File: src/rtl/core/dsd_pkg.sv
`default_nettype none

package dsd_pkg;

    localparam int YEAR_W   = 14;
    localparam int MONTH_W  = 4;
    localparam int DAY_W    = 5;
    localparam int DIFF_W   = 23;

    // year + 399 keeps year zero positive; max 16383 + 399 fits in 15 bits
    localparam int T_W      = 15;
    localparam int T_OFFSET = 399;

    // serial day number, below 2^23 for every 14-bit year
    localparam int SERIAL_W = 23;
    // day-of-year part: cumulative months + day + leap day, max 366
    localparam int DOY_W    = 9;
    localparam int MIDX_W   = 4;
    localparam int CENT_W   = 8;

    // x / 100 as (x * 5243) >> 19, exact for x < 43690
    localparam int RECIP_W   = 13;
    localparam int RECIP_100 = 5243;
    localparam int RECIP_SH  = 19;
    localparam int TPROD_W   = T_W + RECIP_W;
    localparam int YPROD_W   = YEAR_W + RECIP_W;

    localparam int MONTH_COUNT = 12;
    localparam logic [MIDX_W-1:0] IDX_MARCH = MIDX_W'(2);

    localparam logic signed [DIFF_W-1:0] DIFF_MAX = {1'b0, {(DIFF_W-1){1'b1}}};
    localparam logic signed [DIFF_W-1:0] DIFF_MIN = {1'b1, {(DIFF_W-1){1'b0}}};

    typedef logic [SERIAL_W-1:0] serial_t;

    // days in the months before month index m (0 = January)
    function automatic logic [DOY_W-1:0] days_before(input logic [MIDX_W-1:0] m);
        logic [DOY_W-1:0] r;
        begin
            case (m)
                4'd0:    r = 9'd0;
                4'd1:    r = 9'd31;
                4'd2:    r = 9'd59;
                4'd3:    r = 9'd90;
                4'd4:    r = 9'd120;
                4'd5:    r = 9'd151;
                4'd6:    r = 9'd181;
                4'd7:    r = 9'd212;
                4'd8:    r = 9'd243;
                4'd9:    r = 9'd273;
                4'd10:   r = 9'd304;
                default: r = 9'd334;
            endcase
            return r;
        end
    endfunction

endpackage

`default_nettype wire

File: src/rtl/core/dsd_date_serial.sv
`default_nettype none

// Three-stage serial day number of one date.
module dsd_date_serial
(
    input  wire logic                          clk,
    input  wire logic [dsd_pkg::YEAR_W-1:0]    year,
    input  wire logic [dsd_pkg::MONTH_W-1:0]   month,
    input  wire logic [dsd_pkg::DAY_W-1:0]     day,
    output dsd_pkg::serial_t                   serial
);

    // stage A: offset year, reciprocal products, clamped month
    logic [dsd_pkg::T_W-1:0]      t_reg;
    logic [dsd_pkg::YEAR_W-1:0]   y_reg;
    logic [dsd_pkg::TPROD_W-1:0]  tprod_reg;
    logic [dsd_pkg::YPROD_W-1:0]  yprod_reg;
    logic [dsd_pkg::MIDX_W-1:0]   midx_reg;
    logic [dsd_pkg::DAY_W-1:0]    day_a_reg;

    logic [dsd_pkg::T_W-1:0]      t_next;
    logic [dsd_pkg::MIDX_W-1:0]   midx_next;

    always_comb
    begin
        t_next = dsd_pkg::T_W'(year) + dsd_pkg::T_W'(dsd_pkg::T_OFFSET);
        if (month == '0)
        begin
            midx_next = '0;
        end
        else if (month > dsd_pkg::MONTH_W'(dsd_pkg::MONTH_COUNT))
        begin
            midx_next = dsd_pkg::MIDX_W'(dsd_pkg::MONTH_COUNT - 1);
        end
        else
        begin
            midx_next = month - 1'b1;
        end
    end

    always_ff @(posedge clk)
    begin
        t_reg     <= t_next;
        y_reg     <= year;
        tprod_reg <= dsd_pkg::TPROD_W'(t_next) * dsd_pkg::TPROD_W'(dsd_pkg::RECIP_100);
        yprod_reg <= dsd_pkg::YPROD_W'(year) * dsd_pkg::YPROD_W'(dsd_pkg::RECIP_100);
        midx_reg  <= midx_next;
        day_a_reg <= day;
    end

    // stage B: whole-year days and day-of-year
    logic [dsd_pkg::CENT_W-1:0]   qt;
    logic [dsd_pkg::CENT_W-1:0]   qy;
    logic [dsd_pkg::YEAR_W-1:0]   y_cent;
    logic                         div100;
    logic                         leap;
    logic [dsd_pkg::SERIAL_W-1:0] base_next;
    logic [dsd_pkg::DOY_W-1:0]    doy_next;
    logic [dsd_pkg::SERIAL_W-1:0] base_reg;
    logic [dsd_pkg::DOY_W-1:0]    doy_reg;

    always_comb
    begin
        qt     = tprod_reg[dsd_pkg::RECIP_SH +: dsd_pkg::CENT_W];
        qy     = yprod_reg[dsd_pkg::RECIP_SH +: dsd_pkg::CENT_W];
        y_cent = dsd_pkg::YEAR_W'(qy) * dsd_pkg::YEAR_W'(100);
        div100 = (y_cent == y_reg);
        leap   = ((y_reg[1:0] == 2'b00) && !div100) || (div100 && (qy[1:0] == 2'b00));
        base_next = dsd_pkg::SERIAL_W'(t_reg) * dsd_pkg::SERIAL_W'(365)
                  + dsd_pkg::SERIAL_W'(t_reg >> 2)
                  - dsd_pkg::SERIAL_W'(qt)
                  + dsd_pkg::SERIAL_W'(qt >> 2);
        doy_next  = dsd_pkg::days_before(midx_reg)
                  + dsd_pkg::DOY_W'(day_a_reg)
                  + dsd_pkg::DOY_W'(leap && (midx_reg >= dsd_pkg::IDX_MARCH));
    end

    always_ff @(posedge clk)
    begin
        base_reg <= base_next;
        doy_reg  <= doy_next;
    end

    // stage C: serial sum
    dsd_pkg::serial_t serial_reg;

    always_ff @(posedge clk)
    begin
        serial_reg <= base_reg + dsd_pkg::SERIAL_W'(doy_reg);
    end

    assign serial = serial_reg;

endmodule

`default_nettype wire

File: src/rtl/core/dsd_diff.sv
`default_nettype none

// End minus start, saturated to the output width, registered.
module dsd_diff
(
    input  wire logic                              clk,
    input  wire dsd_pkg::serial_t                  start_serial,
    input  wire dsd_pkg::serial_t                  end_serial,
    output logic signed [dsd_pkg::DIFF_W-1:0]      diff
);

    logic signed [dsd_pkg::SERIAL_W:0]    wide;
    logic signed [dsd_pkg::DIFF_W-1:0]    diff_next;
    logic signed [dsd_pkg::DIFF_W-1:0]    diff_reg;

    always_comb
    begin
        wide = $signed({1'b0, end_serial}) - $signed({1'b0, start_serial});
        if (wide > (dsd_pkg::SERIAL_W+1)'(dsd_pkg::DIFF_MAX))
        begin
            diff_next = dsd_pkg::DIFF_MAX;
        end
        else if (wide < (dsd_pkg::SERIAL_W+1)'(dsd_pkg::DIFF_MIN))
        begin
            diff_next = dsd_pkg::DIFF_MIN;
        end
        else
        begin
            diff_next = wide[dsd_pkg::DIFF_W-1:0];
        end
    end

    always_ff @(posedge clk)
    begin
        diff_reg <= diff_next;
    end

    assign diff = diff_reg;

endmodule

`default_nettype wire

File: src/rtl/core/date_span_days.sv
// Pipeline: a transaction accepted on start passes three serial-number stages and one
//   subtract/saturate stage; done marks the cycle in which its result is on the port.
// Throughput: one transaction per cycle; busy is tied low, the pipeline never stalls.
// The receiver cannot stall: done is a one-cycle strobe and the result is gone after it.
// Reset: rst_n (async, active low) clears the valid pipeline only; datapath registers
//   carry no reset, so done stays low until a fresh transaction has passed through.
`default_nettype none

module date_span_days
(
    input  wire logic                                  clk,
    input  wire logic                                  rst_n,
    input  wire logic                                  start,
    output logic                                       busy,
    input  wire logic [dsd_pkg::YEAR_W-1:0]            start_year,
    input  wire logic [dsd_pkg::MONTH_W-1:0]           start_month,
    input  wire logic [dsd_pkg::DAY_W-1:0]             start_day,
    input  wire logic [dsd_pkg::YEAR_W-1:0]            end_year,
    input  wire logic [dsd_pkg::MONTH_W-1:0]           end_month,
    input  wire logic [dsd_pkg::DAY_W-1:0]             end_day,
    output logic                                       done,
    output logic signed [dsd_pkg::DIFF_W-1:0]          day_difference
);

    // Number of register stages from inputs to result port.
    localparam int STAGES = 4;

    // Fully pipelined, no back-pressure: never busy.
    assign busy = 1'b0;

    logic accept;
    assign accept = start && !busy;

    // Valid bits walk alongside the datapath; one bit per stage.
    logic [STAGES-1:0] valid_reg;
    logic [STAGES-1:0] valid_next;

    always_comb
    begin
        valid_next = {valid_reg[STAGES-2:0], accept};
    end

    always_ff @(posedge clk or negedge rst_n)
    begin
        if (!rst_n)
        begin
            valid_reg <= '0;
        end
        else
        begin
            valid_reg <= valid_next;
        end
    end

    // Serial day numbers for both dates; the constant offset cancels in the difference.
    dsd_pkg::serial_t start_serial;
    dsd_pkg::serial_t end_serial;

    dsd_date_serial u_start_serial
    (
        .clk    (clk),
        .year   (start_year),
        .month  (start_month),
        .day    (start_day),
        .serial (start_serial)
    );

    dsd_date_serial u_end_serial
    (
        .clk    (clk),
        .year   (end_year),
        .month  (end_month),
        .day    (end_day),
        .serial (end_serial)
    );

    // Final stage: signed difference, clamped to the port width.
    dsd_diff u_diff
    (
        .clk          (clk),
        .start_serial (start_serial),
        .end_serial   (end_serial),
        .diff         (day_difference)
    );

    assign done = valid_reg[STAGES-1];

endmodule

`default_nettype wire

File: config.mk
export PLATFORM = sky130hd
export DESIGN_NAME = date_span_days
export DESIGN_NICKNAME = d
export VERILOG_FILES = /design/src/rtl/core/dsd_pkg.sv /design/src/rtl/core/dsd_date_serial.sv /design/src/rtl/core/dsd_diff.sv /design/src/rtl/core/date_span_days.sv
export SDC_FILE = /design/constraint.sdc
export NUM_CORES = 2
export LEC_CHECK = 0
export BUFFER_PORTS_ARGS = -buffer_cell sky130_fd_sc_hd__clkbuf_2
export CORE_MARGIN = 2
export CORE_UTILIZATION = 40
export CTS_CLUSTER_SIZE = 8
export DETAILED_ROUTE_END_ITERATION = 12
export PLACE_DENSITY = 0.54
export SYNTH_ARGS = -nofsm -noshare
export SYNTH_HDL_FRONTEND = slang
export SYNTH_SLANG_ARGS = --single-unit
File: constraint.sdc
create_clock -name clk -period 10.25 [get_ports clk]
set_input_delay 1.5375 -clock clk [delete_from_list [all_inputs] [get_ports clk]]
set_output_delay 1.5375 -clock clk [all_outputs]
set_load 0.05 [all_outputs]
== Word level (Yosys, flattened, before mapping) ==
Memory sizes are Yosys's and may differ from the RTL's.
Cells that the tools add are included.

* Register bits: 321
* Bits in latches: 0
* Memory bits (writable): 0
* Memory bits (read-only): 288
* Input port bits: 49
* Memories: 2

* Add/sub/neg operators: 17
* Multipliers: 8
* Divide/modulo/power cells: 0
* $lt $le $gt $ge: 6
* Equal/unequal tests: 2
* Shift-type cells: 0
* Muxes and demuxes: 3
* Bitwise gates (word level): 0
* Reduce and logical (&&, ||, !) cells: 18

{| class="wikitable"
|+ Memories
! name !! words !! bits a word !! rd ports !! clocked after Yosys merged registers in !! write ports !! line !! text
|-
| (no name shown) || 16 || 9 || 1 || 0 || 0 || dsd_pkg.sv:40 || <nowiki>case (m)</nowiki>
|-
| (no name shown) || 16 || 9 || 1 || 0 || 0 || dsd_pkg.sv:40 ||
|}

{| class="wikitable"
|+ Operators by type and width
! kind !! number
|-
| multiplier 14 x 13 -> 27 bit (second input constant) || 2
|-
| multiplier 15 x 13 -> 27 bit (second input constant) || 2
|-
| adder 23 x 13 -> 23 bit || 2
|-
| adder 23 x 6 -> 23 bit || 2
|-
| adder 23 x 9 -> 23 bit || 2
|-
| multiplier 15 x 9 -> 23 bit (second input constant) || 2
|-
| subtractor 23 x 8 -> 23 bit || 2
|-
| adder 14 x 9 -> 15 bit (second input constant) || 2
|-
| == test 14 bit || 2
|-
| > comparator 24 x 23 -> 1 bit (second input constant) || 1
|-
| less-than comparator 24 x 23 -> 1 bit (second input constant) || 1
|-
| multiplier 8 x 5 -> 12 bit (second input constant) || 2
|-
| subtractor 23 x 23 -> 24 bit || 1
|-
| two-way mux 23 bit || 1
|-
| adder 9 x 1 -> 9 bit || 2
|-
| adder 9 x 5 -> 9 bit || 2
|-
| greater-or-equal comparator 4 x 2 -> 1 bit (second input constant) || 2
|-
| > comparator 4 bit (second input constant) || 2
|-
| logical NOT 2 bit || 4
|-
| logical NOT 4 bit || 2
|-
| two-way mux 4 bit || 2
|-
| subtractor 4 x 1 -> 4 bit (second input constant) || 2
|-
| logical AND 1 bit || 6
|-
| OR reduction 2 bit || 2
|-
| other kinds (2) || 4
|}

== Logic depth before layout (Yosys ltp) ==
* Word-level depth: 7
* Gate-level depth with buffers: 29
* Gate-level depth less buffers: 29

== Modules after synthesis ==
A second synthesis with hierarchy kept.

* Cells, all modules: 3,341
* Area total of the unflattened synthesis: 32,797.7 um^2

{| class="wikitable"
|+ Modules (own cells, without submodules)
! module !! times used !! cells each !! area each (um^2) !! seq. area each (um^2)
|-
| dsd_date_serial (u_start_serial) || 1 || 1,559 || 15,393.5 || 2,182.1
|-
| dsd_date_serial (u_end_serial) || 1 || 1,527 || 15,285.9 || 2,182.1
|-
| dsd_diff || 1 || 249 || 2,006.9 || 460.4
|-
| date_span_days || 1 || 6 || 111.4 || 100.1
|}

== Worst setup path before layout ==
No wires, ideal clock.

* Kind: input-to-reg
* Start: input port end_year[1] in the netlist's numbering
* End: register u_end_serial.tprod_reg[26] in the netlist's numbering
* Setup time: 64 ps
* Arrival time: 7,559 ps
* Setup slack: 2,627 ps
* Stages on the path: 26
* Buffers on the path: 0
* Cells stage by stage: inv_1 -> ha_1 -> a21boi_0 -> nor2b_1 -> o21ai_0 -> o21a_1 -> nand3b_1 -> xnor2_1 -> inv_1 -> fa_1 -> inv_1 -> ha_1 -> fa_1 -> fa_1 -> inv_1 -> fa_1 -> inv_1 -> ha_1 -> a21oi_1 -> o211ai_1 -> a211o_1 -> a31o_2 -> a41oi_4 -> a21oi_2 -> o41a_1 -> nand4_1

* Word-level cells in the longest chain between the ends: 2

{| class="wikitable"
|+ Ends and longest elaborated chain
! what !! line !! text
|-
| start: declaration || date_span_days.sv:18 || <nowiki>input wire logic [dsd_pkg::YEAR_W-1:0] end_year,</nowiki>
|-
| adder 14 x 9 -> 15 bit || dsd_date_serial.sv:26 || <nowiki>t_next = dsd_pkg::T_W'(year) + dsd_pkg::T_W'(dsd_pkg::T_OFFSET);</nowiki>
|-
| named net u_end_serial.t_next, one bit || dsd_date_serial.sv:21 || <nowiki>logic [dsd_pkg::T_W-1:0] t_next;</nowiki>
|-
| multiplier 15 x 13 -> 27 bit || dsd_date_serial.sv:45 || <nowiki>tprod_reg <= dsd_pkg::TPROD_W'(t_next) * dsd_pkg::TPROD_W'(dsd_pkg::RECIP_100);</nowiki>
|-
| end signal: assignment || dsd_date_serial.sv:45 ||
|-
| end: declaration || dsd_date_serial.sv:16 || <nowiki>logic [dsd_pkg::TPROD_W-1:0] tprod_reg;</nowiki>
|}

The timed path passes the listed nets, and every way through them passes these cells.
A chain may end at the register's enable or synchronous reset.

== Worst setup path after layout ==
* Start: input port end_year[2] in the netlist's numbering
* End: register u_end_serial.tprod_reg[26] in the netlist's numbering

The elaborated chain is that of the path after synthesis.

==> summary.txt <==
Outcome
  – Status: completed

Floorplan
  – Core box area: around 80000 sq um
  – Initial core utilization: 0.4047
  – Row cnt: around 100
  – Chip Height: 289.5 um
  – Boundary pin count: between 70 and 80
  – Die Area: 83800 sq um
  – Chip width: between 200 and 300 um

Job
  – Maximum capacitance violations: 0

STA
  – Max-slew headroom: 0.2133
  – Final Hold Viols: 0
  – Tightest Pin Transition: 1.172 ns
  – Final setup vio count: 0
  – Period minus WS final: 7.768 ns
  – Unrepaired setup endpoints after global routing: false
  – Pins Over Slew Limit: 0
  – Final Cycle Share: 0.7579
  – Fmax: 128.7 MHz
  – Setup tns final: 0 ns
  – Clock Skew: 0.03884 ns
  – Hold WS: between 0.3 and 0.4 ns

Layout
  – Inserted Diodes: 0
  – # nets final: roughly 4600
  – Commonest non-fill, non-tap cell in the layout: inv_1
  – Area grow syn2layout: 8.570%
  – Layout cells sized above 1: 0.04588
  – Commonest non-fill, non-tap cells in the layout: inv_1, ha_1, fa_1

Logic synthesis
  – Mapped Nets: about 4500
  – Post-synth cell types: 79
  – Yosys warnings: 0
  – Top_reg_cell synth: dfxtp_1
  – Post-Synthesis Cell Area: around 33000 sq um
  – Synth Instances: 3325
  – Post-synthesis sequential area ratio: 0.1511
  – Largest cells by area after synthesis: ha_1, fa_1, dfxtp_1, inv_1, xnor2_1
  – Synthesized flop and latch total: 245
  – Area share of the largest cell type after synthesis: 0.2717
  – Async S/R FF share, synth: 0.01633
  – Post-synth top area cell: ha_1
  – EDFF count, synth: 0
  – Avg Synthesized Cell Area: a little under 10 sq um

Setup path
  – Crit end category: register
  – CP max stage cell: fa_1
  – Worst EP arrival: 8.27 ns
  – Worst setup SP type: input port
  – Maximum fanout along the worst path: 8
  – CP bufs+invs: 6
  – Crit Path Class: in2reg
  – CP top delay family: adder cells
  – Max incr delay on CP: 0.56 ns
  – Worst EP required: 10.76 ns
  – Worst path most repeated cell: inv_1

Global routing
  – First-pass GRT wire length: 111.1 mm
  – GRT Total Usage: 0.1657
  – Initial antenna violation count: 0
  – Vias in the first global route: 21990
  – Largest net degree at the start of global routing: 21
  – Final global-route overflow total: 0

Placed design
  – Buffers on Ports: 72
  – DP HPWL: 57.27 mm
  – Gpl congestion: 0.8159

Detailed routing
  – Metal-1 WL: 33.28 mm
  – Via density: 4.606
  – Avg WL per Cell: 14.56 um
  – Met2 routed WL: 29.54 mm
  – Drt pass-1 iters: 4
  – Via Count: 20750
  – WL met3: around 1.6 mm
  – Top Metal Used: met4
  – Initial DRC Count: 703
  – # DRC: 0
  – Routed wire length: 65.58 mm
  – Routed Antenna Nets: 0

CTS
  – H-Tree Depth: 2
  – Clock root buffer: clkbuf_16
  – CTS tree: built
  – Clk_lat worst skew: between 0.5 and 0.6 ns
  – Worst-path clk slew: 0.05 ns
  – Num Clock Sinks: 245
  – Max clock buf depth: 3
  – Post-CTS Hold Buffers: 0
  – Post-CTS Setup Inserts: 0
  – TritonCTS Buffers: 39
  – Post-cts sizing count: 0

Hold path
  – Hold Path Class: reg2reg
[routing by layer]
| metal | global-route usage | vias up |
|---|---|---|
| li1 | - | 10710 |
| met4 | 0.03673 | 0 |
| met1 | 0.2380 | 9784 |
| met5 | 0 | - |
| met3 | 0.01669 | 64 |
| met2 | 0.2691 | 185 |
[kinds of logic after synthesis]
kind of cell / share of synthesized area
other: 0.0001150
xor gates and xnor gates: 0.05749
DFF: 0.1511
muxes: 0.001267
buffers and inverters: 0.1052
adders and majority gates: 0.5420
and+or+nand+nor: 0.05719
AOI/OAI and AO/OA: 0.08563
[worst reg2reg max path, cell delays in order (launching register included)]
cell     delay (ns)
dfxtp_1        0.40
ha_1           0.26
ha_1           0.30
ha_1           0.33
fa_1           0.48
a21o_1         0.20
a21o_1         0.20
xnor2_1        0.13
or4b_2         0.67
nor4_1         0.45
nor4_1         0.11
buf_4          0.22
fa_1           0.40
fa_1           0.41
a21o_1         0.20
a21oi_1        0.21
nor2b_1        0.07
nor2_1         0.09
nor2_1         0.07
a31oi_1        0.19
o21a_1         0.12
a31o_2         0.11
[through the flow]
step                std cells  worst slack (ns)  utilization  instance area [sq um]
floorplan                3325             2.627            -                  32600
global placement         4449             1.951       0.4253                  34250
detailed placement       4449             1.814       0.4253                  34250
CTS                      4504             2.428       0.4394                  35390
global route             4504             1.912       0.4394                  35390
finish                   4504             2.482       0.4394                  35390
[final timing paths]
path                                                       to  slack [ns]                            startpoint  depth (start not counted)
max                        u_end_serial.tprod_reg[26]$_DFF_P_        2.48                           end_year[2]                         27
min                                    valid_reg[1]$_DFF_PN0_        0.35                valid_reg[0]$_DFF_PN0_                          0
max reg2reg                 u_start_serial.doy_reg[8]$_DFF_P_        4.57  u_start_serial.yprod_reg[20]$_DFF_P_                         21
min reg2reg                            valid_reg[1]$_DFF_PN0_        0.35                valid_reg[0]$_DFF_PN0_                          0
max in group asynchronous              valid_reg[2]$_DFF_PN0_        9.32                                 rst_n                          1
min in group asynchronous              valid_reg[1]$_DFF_PN0_        0.80                                 rst_n                          1
[area by class of cell]
type                    instances  area, sq um
fillers                      7905        45150
multi-input cells            2172        24240
flip-flops and latches        245         4925
inverters                     895         3359
well taps                    1060         1326
clock buffers                  47         1046
repair buffers                 77        397.9
clock inverters                 8        95.09
[cells in the mapped netlist, types with 8 or more instances]
master and number:
a31oi_1 13, nand4_1 14, a21o_1 48, nor3_1 34, o211ai_1 17, nor2b_1 24
nor2_1 102, o21a_1 29, xnor2_1 144, fa_1 439, a21boi_0 14, xor2_1 70
nor4_1 11, a211oi_1 9, nand3b_1 8, nand2_1 75, a21oi_1 141, inv_1 895
nand3_1 30, nand2b_1 24, and2_1 10, o21bai_1 19, and3_1 18, ha_1 708
dfxtp_1 241, o21ai_0 77
Power is left out: the tool's default activity adds up to more than one toggle a clock period on the data nets, which glitch-free logic cannot reach.
